===== src/hw/rtl/lis_pkg.sv =====
// Shared types and helpers for the longest increasing subsequence scorer.
// Depends on nothing; imported by lis_cell and the top level.
`default_nettype none

package lis_pkg;

   localparam int unsigned VAL_W = 32;
   localparam int unsigned LEN_W = 9;
   localparam int unsigned LEN_FIELD_MAX = 511;

   typedef struct packed {
      logic signed [VAL_W-1:0] value;
      logic                    last;
   } req_type;

   typedef struct packed {
      logic [LEN_W-1:0] end_length;
      logic [LEN_W-1:0] best_length;
      logic             overflow;
      logic             is_last;
   } rsp_type;

   // Transaction in flight along the cell chain. value_b is sign-biased so
   // that an unsigned compare gives signed order.
   typedef struct packed {
      logic             vld;
      logic [VAL_W-1:0] value_b;
      logic             last;
      logic             first;
      logic             stored;
      logic [LEN_W-1:0] best;
   } lis_token_type;

   function automatic logic [VAL_W-1:0] sign_bias(input logic [VAL_W-1:0] v);
      sign_bias = {~v[VAL_W-1], v[VAL_W-2:0]};
   endfunction

   // best predecessor length plus one, saturated at cap
   function automatic logic [LEN_W-1:0] len_step(input logic [LEN_W-1:0] best,
                                                input logic [LEN_W-1:0] cap);
      logic [LEN_W:0] inc;
      inc = {1'b0, best} + {{LEN_W{1'b0}}, 1'b1};
      if (inc > {1'b0, cap}) begin
         len_step = cap;
      end else begin
         len_step = inc[LEN_W-1:0];
      end
   endfunction

endpackage

`default_nettype wire


===== src/hw/rtl/lis_cell.sv =====
// One cell of the scoring chain: holds one stored element and its length.
// Depends on lis_pkg.
`default_nettype none

module lis_cell #(
   parameter int unsigned LEN_CAP = 256
) (
   input  wire logic                   clock,
   input  wire logic                   reset,
   input  wire logic                   adv,
   input  wire lis_pkg::lis_token_type tok_i,
   output lis_pkg::lis_token_type      tok_o
);
   import lis_pkg::*;

   localparam logic [LEN_W-1:0] LenCapV = LEN_W'(LEN_CAP);

   logic             occ_ff, occ_in;
   logic [VAL_W-1:0] val_ff, val_in;
   logic [LEN_W-1:0] len_ff, len_in;
   lis_token_type    tok_ff, tok_in;
   logic             match, take;

   // first transaction of a sequence claims cell 0 and sweeps the rest empty
   assign match = occ_ff && !tok_i.first && (val_ff < tok_i.value_b) && (len_ff > tok_i.best);
   assign take  = tok_i.vld && !tok_i.stored && (tok_i.first || !occ_ff);

   always_comb begin
      occ_in = occ_ff;
      val_in = val_ff;
      len_in = len_ff;
      tok_in = tok_i;
      if (tok_i.vld) begin
         if (take) begin
            occ_in = 1'b1;
            val_in = tok_i.value_b;
            len_in = len_step(tok_i.best, LenCapV);
         end else if (tok_i.first) begin
            occ_in = 1'b0;
         end
         if (match) begin
            tok_in.best = len_ff;
         end
         tok_in.stored = tok_i.stored | take;
      end
   end

   always_ff @(posedge clock) begin
      if (reset) begin
         occ_ff     <= 1'b0;
         tok_ff.vld <= 1'b0;
      end else if (adv) begin
         occ_ff <= occ_in;
         tok_ff <= tok_in;
      end
   end

   always_ff @(posedge clock) begin
      if (adv) begin
         val_ff <= val_in;
         len_ff <= len_in;
      end
   end

   assign tok_o = tok_ff;

endmodule

`default_nettype wire


===== config.mk =====
export PLATFORM = sky130hd
export DESIGN_NAME = lis_cell
export DESIGN_NICKNAME = d
export VERILOG_FILES = /design/src/hw/rtl/lis_pkg.sv /design/src/hw/rtl/lis_cell.sv
export SDC_FILE = /design/constraint.sdc
export NUM_CORES = 1
export LEC_CHECK = 0
export BUFFER_PORTS_ARGS = -buffer_cell sky130_fd_sc_hd__buf_2
export CORE_ASPECT_RATIO = 2
export CORE_UTILIZATION = 37
export DETAILED_ROUTE_END_ITERATION = 6
export PLACE_DENSITY = 0.59
export SETUP_SLACK_MARGIN = 0.1
export SYNTH_ARGS = -nofsm -noshare
export SYNTH_HDL_FRONTEND = slang
export SYNTH_SLANG_ARGS = --single-unit

===== constraint.sdc =====
create_clock -name clock -period 7.7 [get_ports clock]
set_input_delay 0.77 -clock clock [delete_from_list [all_inputs] [get_ports clock]]
set_output_delay 0.77 -clock clock [all_outputs]
set_load 0.05 [all_outputs]

After elaboration in Yosys (flattened, before gate mapping)
Index checks and enable logic that the tools add are counted.
{"block": "word_totals", "wordCells": 32, "latch_bits": 0, "ff_bits": 87, "ram_bits": 0, "in_bits": 48, "mem_count": 0, "mem_bits_ro": 0, "out_inout_bits": 45}
{"block": "op_classes", "div": 0, "mul": 0, "n_addsub": 1, "reduce_logical": 13, "magnitude_cmp": 3, "n_shift": 0, "n_mux": 4, "bitwise": 2, "n_eq_ne": 0}
{"cell": "32-bit < comparator", "count": 1}
{"cell": "9-bit by 1-bit adder with 10-bit output, second input constant", "count": 1}
{"cell": "10-bit by 9-bit greater-than comparator with 1-bit output, second input constant", "count": 1}
{"cell": "10-bit 2-to-1 mux", "count": 1}
{"cell": "9-bit greater-than comparator", "count": 1}
{"cell": "9-bit 2-to-1 mux", "count": 1}
{"cell": "3-bit AND reduction", "count": 2}
{"cell": "1-bit logical AND", "count": 5}
{"cell": "1-bit zero test", "count": 3}
{"cell": "1-bit 2-to-1 mux", "count": 2}
{"cell": "2-bit AND reduction", "count": 1}
{"cell": "2-bit nonzero test", "count": 1}
{"cell": "1-bit logical OR", "count": 1}
{"cell": "1-bit NOT", "count": 1}
{"cell": "1-bit OR", "count": 1}

Depth between registers and ports, before layout
Gate-level depths: netlist of run 1.
{"block": "logic_depth", "ltp_word": 6, "depth_mapped": 10, "depth_no_buf": 8}

Least setup slack after synthesis of run 1
Ideal clock, no wire load.
{"block": "synth_timing", "path_kind": "input-to-reg", "from": "input port tok_i[10] (netlist name)", "to": "register len_ff[0], enable pin", "path_stages": 2, "n_path_buf": 0, "arrival_ps": 3666, "t_required_ps": 7209, "setup_ps": 491, "slack_ps": 3544, "path_cell_list": "nor2b_1 nor3_1"}
{"block": "synth_via", "elab_chain_cells": 3}
{"element": "start: declaration", "line_no": "lis_cell.sv:11", "text": "input wire lis_pkg::lis_token_type tok_i,"}
{"element": "1-bit logical OR", "line_no": "lis_cell.sv:26", "text": "assign take = tok_i.vld && !tok_i.stored && (tok_i.first || !occ_ff);"}
{"element": "1-bit logical AND", "line_no": "lis_cell.sv:26"}
{"element": "3-bit AND reduction (no line)"}
{"element": "end signal: assignment", "line_no": "lis_cell.sv:61", "text": "len_ff <= len_in;"}
{"element": "end: declaration", "line_no": "lis_cell.sv:20", "text": "logic [LEN_W-1:0] len_ff, len_in;"}
No other way between the ends.
A chain may end at the register's enable or synchronous reset.

==> results of run 1 <==
## worst min-delay path: cells and delay by family, from the launching register on
kind,cells,cell delay (ns)
AO/OA/AOI/OAI,1,0.06
flip-flops,1,0.31
AND/OR/NAND/NOR,1,0.06
## synth_stat cells
library cell | n | share of area [%]
edfxtp_1 | 85 | 63
ha_1 | 41 | 13
inv_1 | 41 | 3.8
a21oi_1 | 16 | 2.0
nor2_1 | 16 | 1.5
nand3_1 | 10 | 1.2
mux2_4 | 9 | 3.3
nand2_1 | 9 | 0.83
nand4_1 | 8 | 1.2
xnor2_1 | 6 | 1.3
a21o_1 | 4 | 0.74
o21a_1 | 4 | 0.74
o21ai_0 | 4 | 0.49
nor2b_1 | 3 | 0.46
dfxtp_1 | 2 | 0.99
nor3_1 | 2 | 0.25
o211ai_1 | 2 | 0.37
o31ai_1 | 2 | 0.37
a2111oi_1 | 1 | 0.25
a2111oi_4 | 1 | 0.68
a211oi_1 | 1 | 0.19
a21boi_0 | 1 | 0.19
a221o_1 | 1 | 0.25
a22o_1 | 1 | 0.22
a31oi_1 | 1 | 0.15
and4_1 | 1 | 0.22
buf_6 | 1 | 0.28
clkbuf_1 | 1 | 0.093
clkbuf_2 | 1 | 0.12
mux2i_1 | 1 | 0.25
nand2b_1 | 1 | 0.15
nand2b_4 | 1 | 0.34
nand3b_1 | 1 | 0.19
nor3b_1 | 1 | 0.19
nor4_1 | 1 | 0.15
nor4b_1 | 1 | 0.22
o21bai_1 | 1 | 0.19
o2bb2ai_1 | 1 | 0.22
o41a_1 | 1 | 0.28
## placed cells by master, fill, tap and decap left out, types with 2 or more instances in the layout
cell       instances
clkbuf_8           2
buf_2             92
o21a_1             4
mux2_4             9
xnor2_1            6
bufinv_16          2
nand4_1            8
o21ai_0            4
inv_1             41
clkbuf_16          9
nor2_1            16
dfxtp_1            2
nor2b_1            2
clkinv_2           2
a21oi_1           16
ha_1              41
edfxtp_1          85
o211ai_1           2
nand3_1           10
nand2_1            9
buf_4              2
a21o_1             4
o31ai_1            2
## flip-flops by register name, summed over array words and instances, names as in the netlist
| signal | count |
|---|---|
| occ_ff | 1 |
| len_ff | 9 |
| val_ff | 32 |
| tok_o | 45 |
## worst max-delay path by stage
stage	from	to	slack [ns]	cells past startpoint
2_1_floorplan	tok_i[10]	len_ff[0]$_SDFFCE_PN0P_	3.54	2
3_5_place_dp	tok_i[41]	tok_o[6]$_DFFE_PP_	4.27	9
5_1_grt	tok_i[41]	tok_o[5]$_DFFE_PP_	4.48	9
4_1_cts	tok_i[41]	tok_o[6]$_DFFE_PP_	4.63	9
6_report	tok_i[41]	tok_o[6]$_DFFE_PP_	4.64	9
3_3_place_gp	tok_i[13]	tok_o[2]$_DFFE_PP_	4.33	8
## routing by layer
layer  GRT usage (%)  part of all wire (%)  up-vias
li1                -                     -     1257
met1            14.1                    37     1237
met2            28.2                    57       65
met3            3.17                   3.7       10
met4            7.31                   2.2        0
met5               0                     0        -
## cell type report
class                           instances  area [um2]
Fill cell                             990        5590
Multi-Input combinational cell        154        1300
Sequential cell                        87        2590
Tap cell                              137         171
Clock buffer                           11         253
Timing Repair Buffer                   94         475
Clock inverter                          5        78.8
Inverter                               41         154
## where the power goes
| group | internal [mW] | switching, mW |
|---|---|---|
| logic | 0.0446 | 0.102 |
| clock network | 0.302 | 0.170 |
| registers | 0.545 | 0.00578 |
| total | 0.892 | 0.279 |
## cells by family after synthesis
| group | after synthesis | share of synthesized area, % |
|---|---|---|
| AOI/OAI and AO/OA | 42 | 7.28 |
| buffers and inverters | 44 | 4.29 |
| adders and majority gates | 41 | 12.7 |
| muxes | 10 | 3.58 |
| xor gates and xnor gates | 6 | 1.30 |
| DFF | 87 | 64.0 |
| and+or+nand+nor | 55 | 6.94 |
==> results.toml, run 1 <==
[critical_path]
crit_fanout = 9
critical_path.max_stage_delay_ns = 0.65
worstPathRequired_ns = 7.78
cpLargestDelayFamily = "compound AO/OA/AOI/OAI gates"
cp-start-kind = "input pin"
r2r-start = "val_ff[29]$_DFFE_PP_"
rrSetupSlack_ns = 4.84
critPathCaptureType = "flop"
cp_num_buf_inv = 2
cp_data_arrival_time_ns = 3.14
reg2reg_depth = 7
path_common_cell = "a21o_1"
crit_path_top_delay_cell = "o41a_1"
path_cells = "buf_2, inv_1, ha_1, a21o_1, a21o_1, a221o_1, nor4_1, o41a_1, mux2_4"
crit_type = "in2reg"
r2r_end = "tok_o[6]$_DFFE_PP_"

[run_status]
status = "finished clean"

[cells_and_area]
n_antenna_cell = 0
stdcell_area_um2 = 5020
nNetsFinal = 476
layout-drive-gt1-share_pct = 31.4
synthToLayoutAreaGrowth_pct = 24.0
postLayoutCoreUtil_pct = 47.4
stdcell_count = 529

[placement]
place_area_um2 = 4690
place_inst = 513
dp_hpwl_um = 5820
dp_slack_ns = 4.27
routabilityCongestion = 0.815
numPortBuffers = 92

[power]
power_mw = 1.17
power_leakage_nw = 2.15
ir_drop_mv = 0.116
cellPowerDensity_nw_per_um2 = 233

[drt]
route.detailed.drc = 0
wl_per_cell_um = 14.6
route.vias.total = 2569
drt_iter0_drc = 76
wl_um = 7740
ant_nets = 0
vias_per_cell = 4.86
firstDrtPassIters = 4

[timing]
fin_crit_ns = 3.06
fmax_mhz = 326
clock_skew_ns = 0.00670
timing.final.ws_setup_ns = 4.64
worstMarginPinSlew_ns = 0.686
final_max_slew_viol_count = 0
rsz0062_at_grt = "no"
holdWs_ns = 0.481
setup_violations = 0
hold_viol = 0
relSlewSlack_pct = 54.3
final.setup.tns_ns = 0
period_share_pct = 39.8

[clocking]
cts_post_setup_buffers_inserted = 0
numClockSinks = 87
cts_resized = 0
worstSkewPairLatency_ns = 0.33
clk_pin_slew_ns = 0.06
cts_tree = "done"
htreeDepth = 3
holdBufCountCts = 0
numCtsBuffers = 9
clockBufferDepth = 2
clockRootBuffer = "clkbuf_16"

[synthesis]
syn_inst = 285
avgSynthCellArea_um2 = 14.2
synth_area_um2 = 4050
ys_warn_count = 0
synth_nets = 374
ys_seq_area_share_pct = 64.0
synth_cell_types = 39
ys_ff_latch = 87

[min_path]
worstHoldStart = "tok_o[44]$_SDFFE_PP0P_"
hold_path_end = "tok_o[44]$_SDFFE_PP0P_"
hold_path_depth = 2
hold_class = "reg2reg"

[global_route]
track_usage_pct = 14.5
overflow = 0
grt_pass1_wl_um = 12400
antenna_found_initial = 0
grt_pass1_vias = 2694
grt_max_degree = 45

[floorplanning]
die_w_um = 76.0
fp-row-count = 53
core_area_um2 = 10600
die-area_um2 = 11400
die_y_um = 150
num_io_pins = 93
start_util_pct = 38.2

[job]
cap_violations = 0
Note: power is estimated with default switching activity, not from simulation.
==> run 2, diff against run 1 <==
--- a/config.mk
+++ b/config.mk
@@ -9,7 +9,7 @@
 export CORE_ASPECT_RATIO = 2
 export CORE_UTILIZATION = 37
 export DETAILED_ROUTE_END_ITERATION = 6
-export PLACE_DENSITY = 0.59
+export PLACE_DENSITY = 0.62
 export SETUP_SLACK_MARGIN = 0.1
 export SYNTH_ARGS = -nofsm -noshare
 export SYNTH_HDL_FRONTEND = slang
==> constraint.sdc (replaced) <==
create_clock -name clock -period 2.8 [get_ports clock]
set_input_delay 0.28 -clock clock [delete_from_list [all_inputs] [get_ports clock]]
set_output_delay 0.28 -clock clock [all_outputs]
set_load 0.05 [all_outputs]
==> results.toml, run 2 (same netlist as run 1, synthesis figures left out) <==
[floorplanning]
fp-row-count = 53
die_y_um = 150
core_area_um2 = 10600
die-area_um2 = 11400
die_w_um = 76.0
num_io_pins = 93
start_util_pct = 38.2

[cells_and_area]
n_antenna_cell = 0
nNetsFinal = 479
layout_common_cells = "92 x buf_2, 85 x edfxtp_1, 41 x inv_1, 41 x ha_1"
layout-drive-gt1-share_pct = 31.4
fillers = 991
largest_reg_flops = 45
synthToLayoutAreaGrowth_pct = 25.7
final_common_cell = "buf_2"

[clocking]
cts_post_setup_buffers_inserted = 0
clockBufferDepth = 2
cts_tree = "done"
cts_resized = 0
numClockSinks = 87
numCtsBuffers = 9
htreeDepth = 3
clockRootBuffer = "clkbuf_16"
holdBufCountCts = 0
clk_pin_slew_ns = 0.07
worstSkewPairLatency_ns = 0.34

[power]
p_switching_uw = 783
combPwrFrac_pct = 12.2
power.share.sequential_pct = 45.1
p_int_mw = 2.58
ir_drop_mv = 0.294
cellPowerDensity_nw_per_um2 = 660
switching_share_pct = 23.3
clock_power_share_pct = 42.7
power_leakage_nw = 2.17

[timing]
fmax_mhz = 395
worstMarginPinSlew_ns = 0.581
final.setup.tns_ns = 0
hold_viol = 0
final_max_slew_viol_count = 0
clock_skew_ns = 0.00813
timing.final.ws_setup_ns = 0.266
period_share_pct = 90.5
setup_violations = 0
rsz0062_at_grt = "no"
fin_crit_ns = 2.53
relSlewSlack_pct = 61.0

[critical_path]
cp_data_arrival_time_ns = 2.63
cpLargestDelayFamily = "compound AO/OA/AOI/OAI gates"
critPathCaptureType = "flop"
crit_path_top_delay_cell = "edfxtp_1"
cp-start-kind = "flop"
cp_num_buf_inv = 1
path_common_cell = "a21o_1"
worstPathRequired_ns = 2.89
crit_type = "reg2reg"
cp_num_cells = 8
reg2reg_depth = 8
critical_path.max_stage_delay_ns = 0.37
path_cells = "ha_1, a21o_1, a21o_1, a221o_1, nor4_1, o41a_1, buf_12, mux2_4"
crit_fanout = 9

[job]
cap_violations = 0

[placement]
dp_hpwl_um = 6260
dp_slack_ns = 0.163
numPortBuffers = 92
routabilityCongestion = 0.790

[drt]
route.detailed.drc = 0
ant_nets = 0
drt_iter0_drc = 108
wl_per_cell_um = 15.4
wl_um = 8180
firstDrtPassIters = 4
vias_per_cell = 4.84
route.vias.total = 2575

[min_path]
hold_class = "in2reg"
hold_path_depth = 1

[global_route]
grt_pass1_vias = 2669
track_usage_pct = 15.4
antenna_found_initial = 0
grt_pass1_wl_um = 13000
grt_max_degree = 40
overflow = 0

[run_status]
status = "finished clean"
[run 2: cell types whose count changed in the layout (fill, tap and decap cells not counted)]
cell        delta
bufinv_16      +2
nor3_2         -1
clkbuf_8       -2
buf_12         +1
clkinv_2       -2
nor3_4         +1
clkinvlp_4     +1
clkinv_1       +2
inv_6          -1
buf_4          +2
[run 2: layer usage]
| metal | vias up | track usage (%) | routed length (um) |
|---|---|---|---|
| met1 | 1242 | 15.3 | 2940 |
| met4 | 0 | 7.60 | 199 |
| li1 | 1264 | - | - |
| met2 | 56 | 29.1 | 4730 |
| met5 | - | 0 | 0 |
| met3 | 13 | 4.02 | 312 |
[run 2: layout make-up]
cell class | count | area [um2] | area share (%)
multi-input cells | 154 | 1310 | 25.6
repair buffers | 97 | 510 | 10.0
clock inverters | 7 | 135 | 2.65
flip-flops and latches | 87 | 2590 | 50.9
inverters | 41 | 154 | 3.02
well taps | 137 | 171 | 3.36
clock buffers | 9 | 225 | 4.42
[run 2: stage by stage]
step | hold WS, ns | total power, mW | instances | area (um2) | utilization, %
final | 0.116 | 3.36 | 532 | 5090 | 48.0
after global routing | 0.108 | 3.50 | 532 | 5090 | 48.0
after CTS | 0.103 | 3.40 | 532 | 5090 | 48.0
after detailed placement | 0.458 | 1.96 | 516 | 4730 | 44.6
after global placement | 0.457 | 1.95 | 516 | 4730 | 44.6
after floorplan | 0.349 | 1.82 | 285 | 4060 | -
[run 2: path summary, 6_finish.rpt]
path                                            end                 start  slack [ns]
worst max-delay path             tok_o[4]$_DFFE_PP_  val_ff[29]$_DFFE_PP_        0.27
worst min-delay path            tok_o[11]$_DFFE_PP_             tok_i[11]        0.12
worst max register to register   tok_o[4]$_DFFE_PP_  val_ff[29]$_DFFE_PP_        0.27
worst min register to register  occ_ff$_SDFFE_PP0P_   occ_ff$_SDFFE_PP0P_        0.49
[run 2: power by group through the flow]
stage,Combinational [mW],Clock (mW),Sequential (mW)
final,0.410,1.44,1.52
after global routing,0.446,1.53,1.52
after CTS,0.418,1.47,1.52
after detailed placement,0.416,0,1.54
after global placement,0.407,0,1.54
after floorplan,0.136,0,1.69
[run 2: worst reg2reg max path: cells and delay by family (launching register included)]
kind | cells | cell delay (ns)
AO/OA/AOI/OAI | 4 | 0.92
adder cells (fa/ha/maj) | 1 | 0.30
buffers and inverters | 1 | 0.16
flip-flops | 1 | 0.37
multiplexers | 1 | 0.31
AND/OR/NAND/NOR | 1 | 0.25
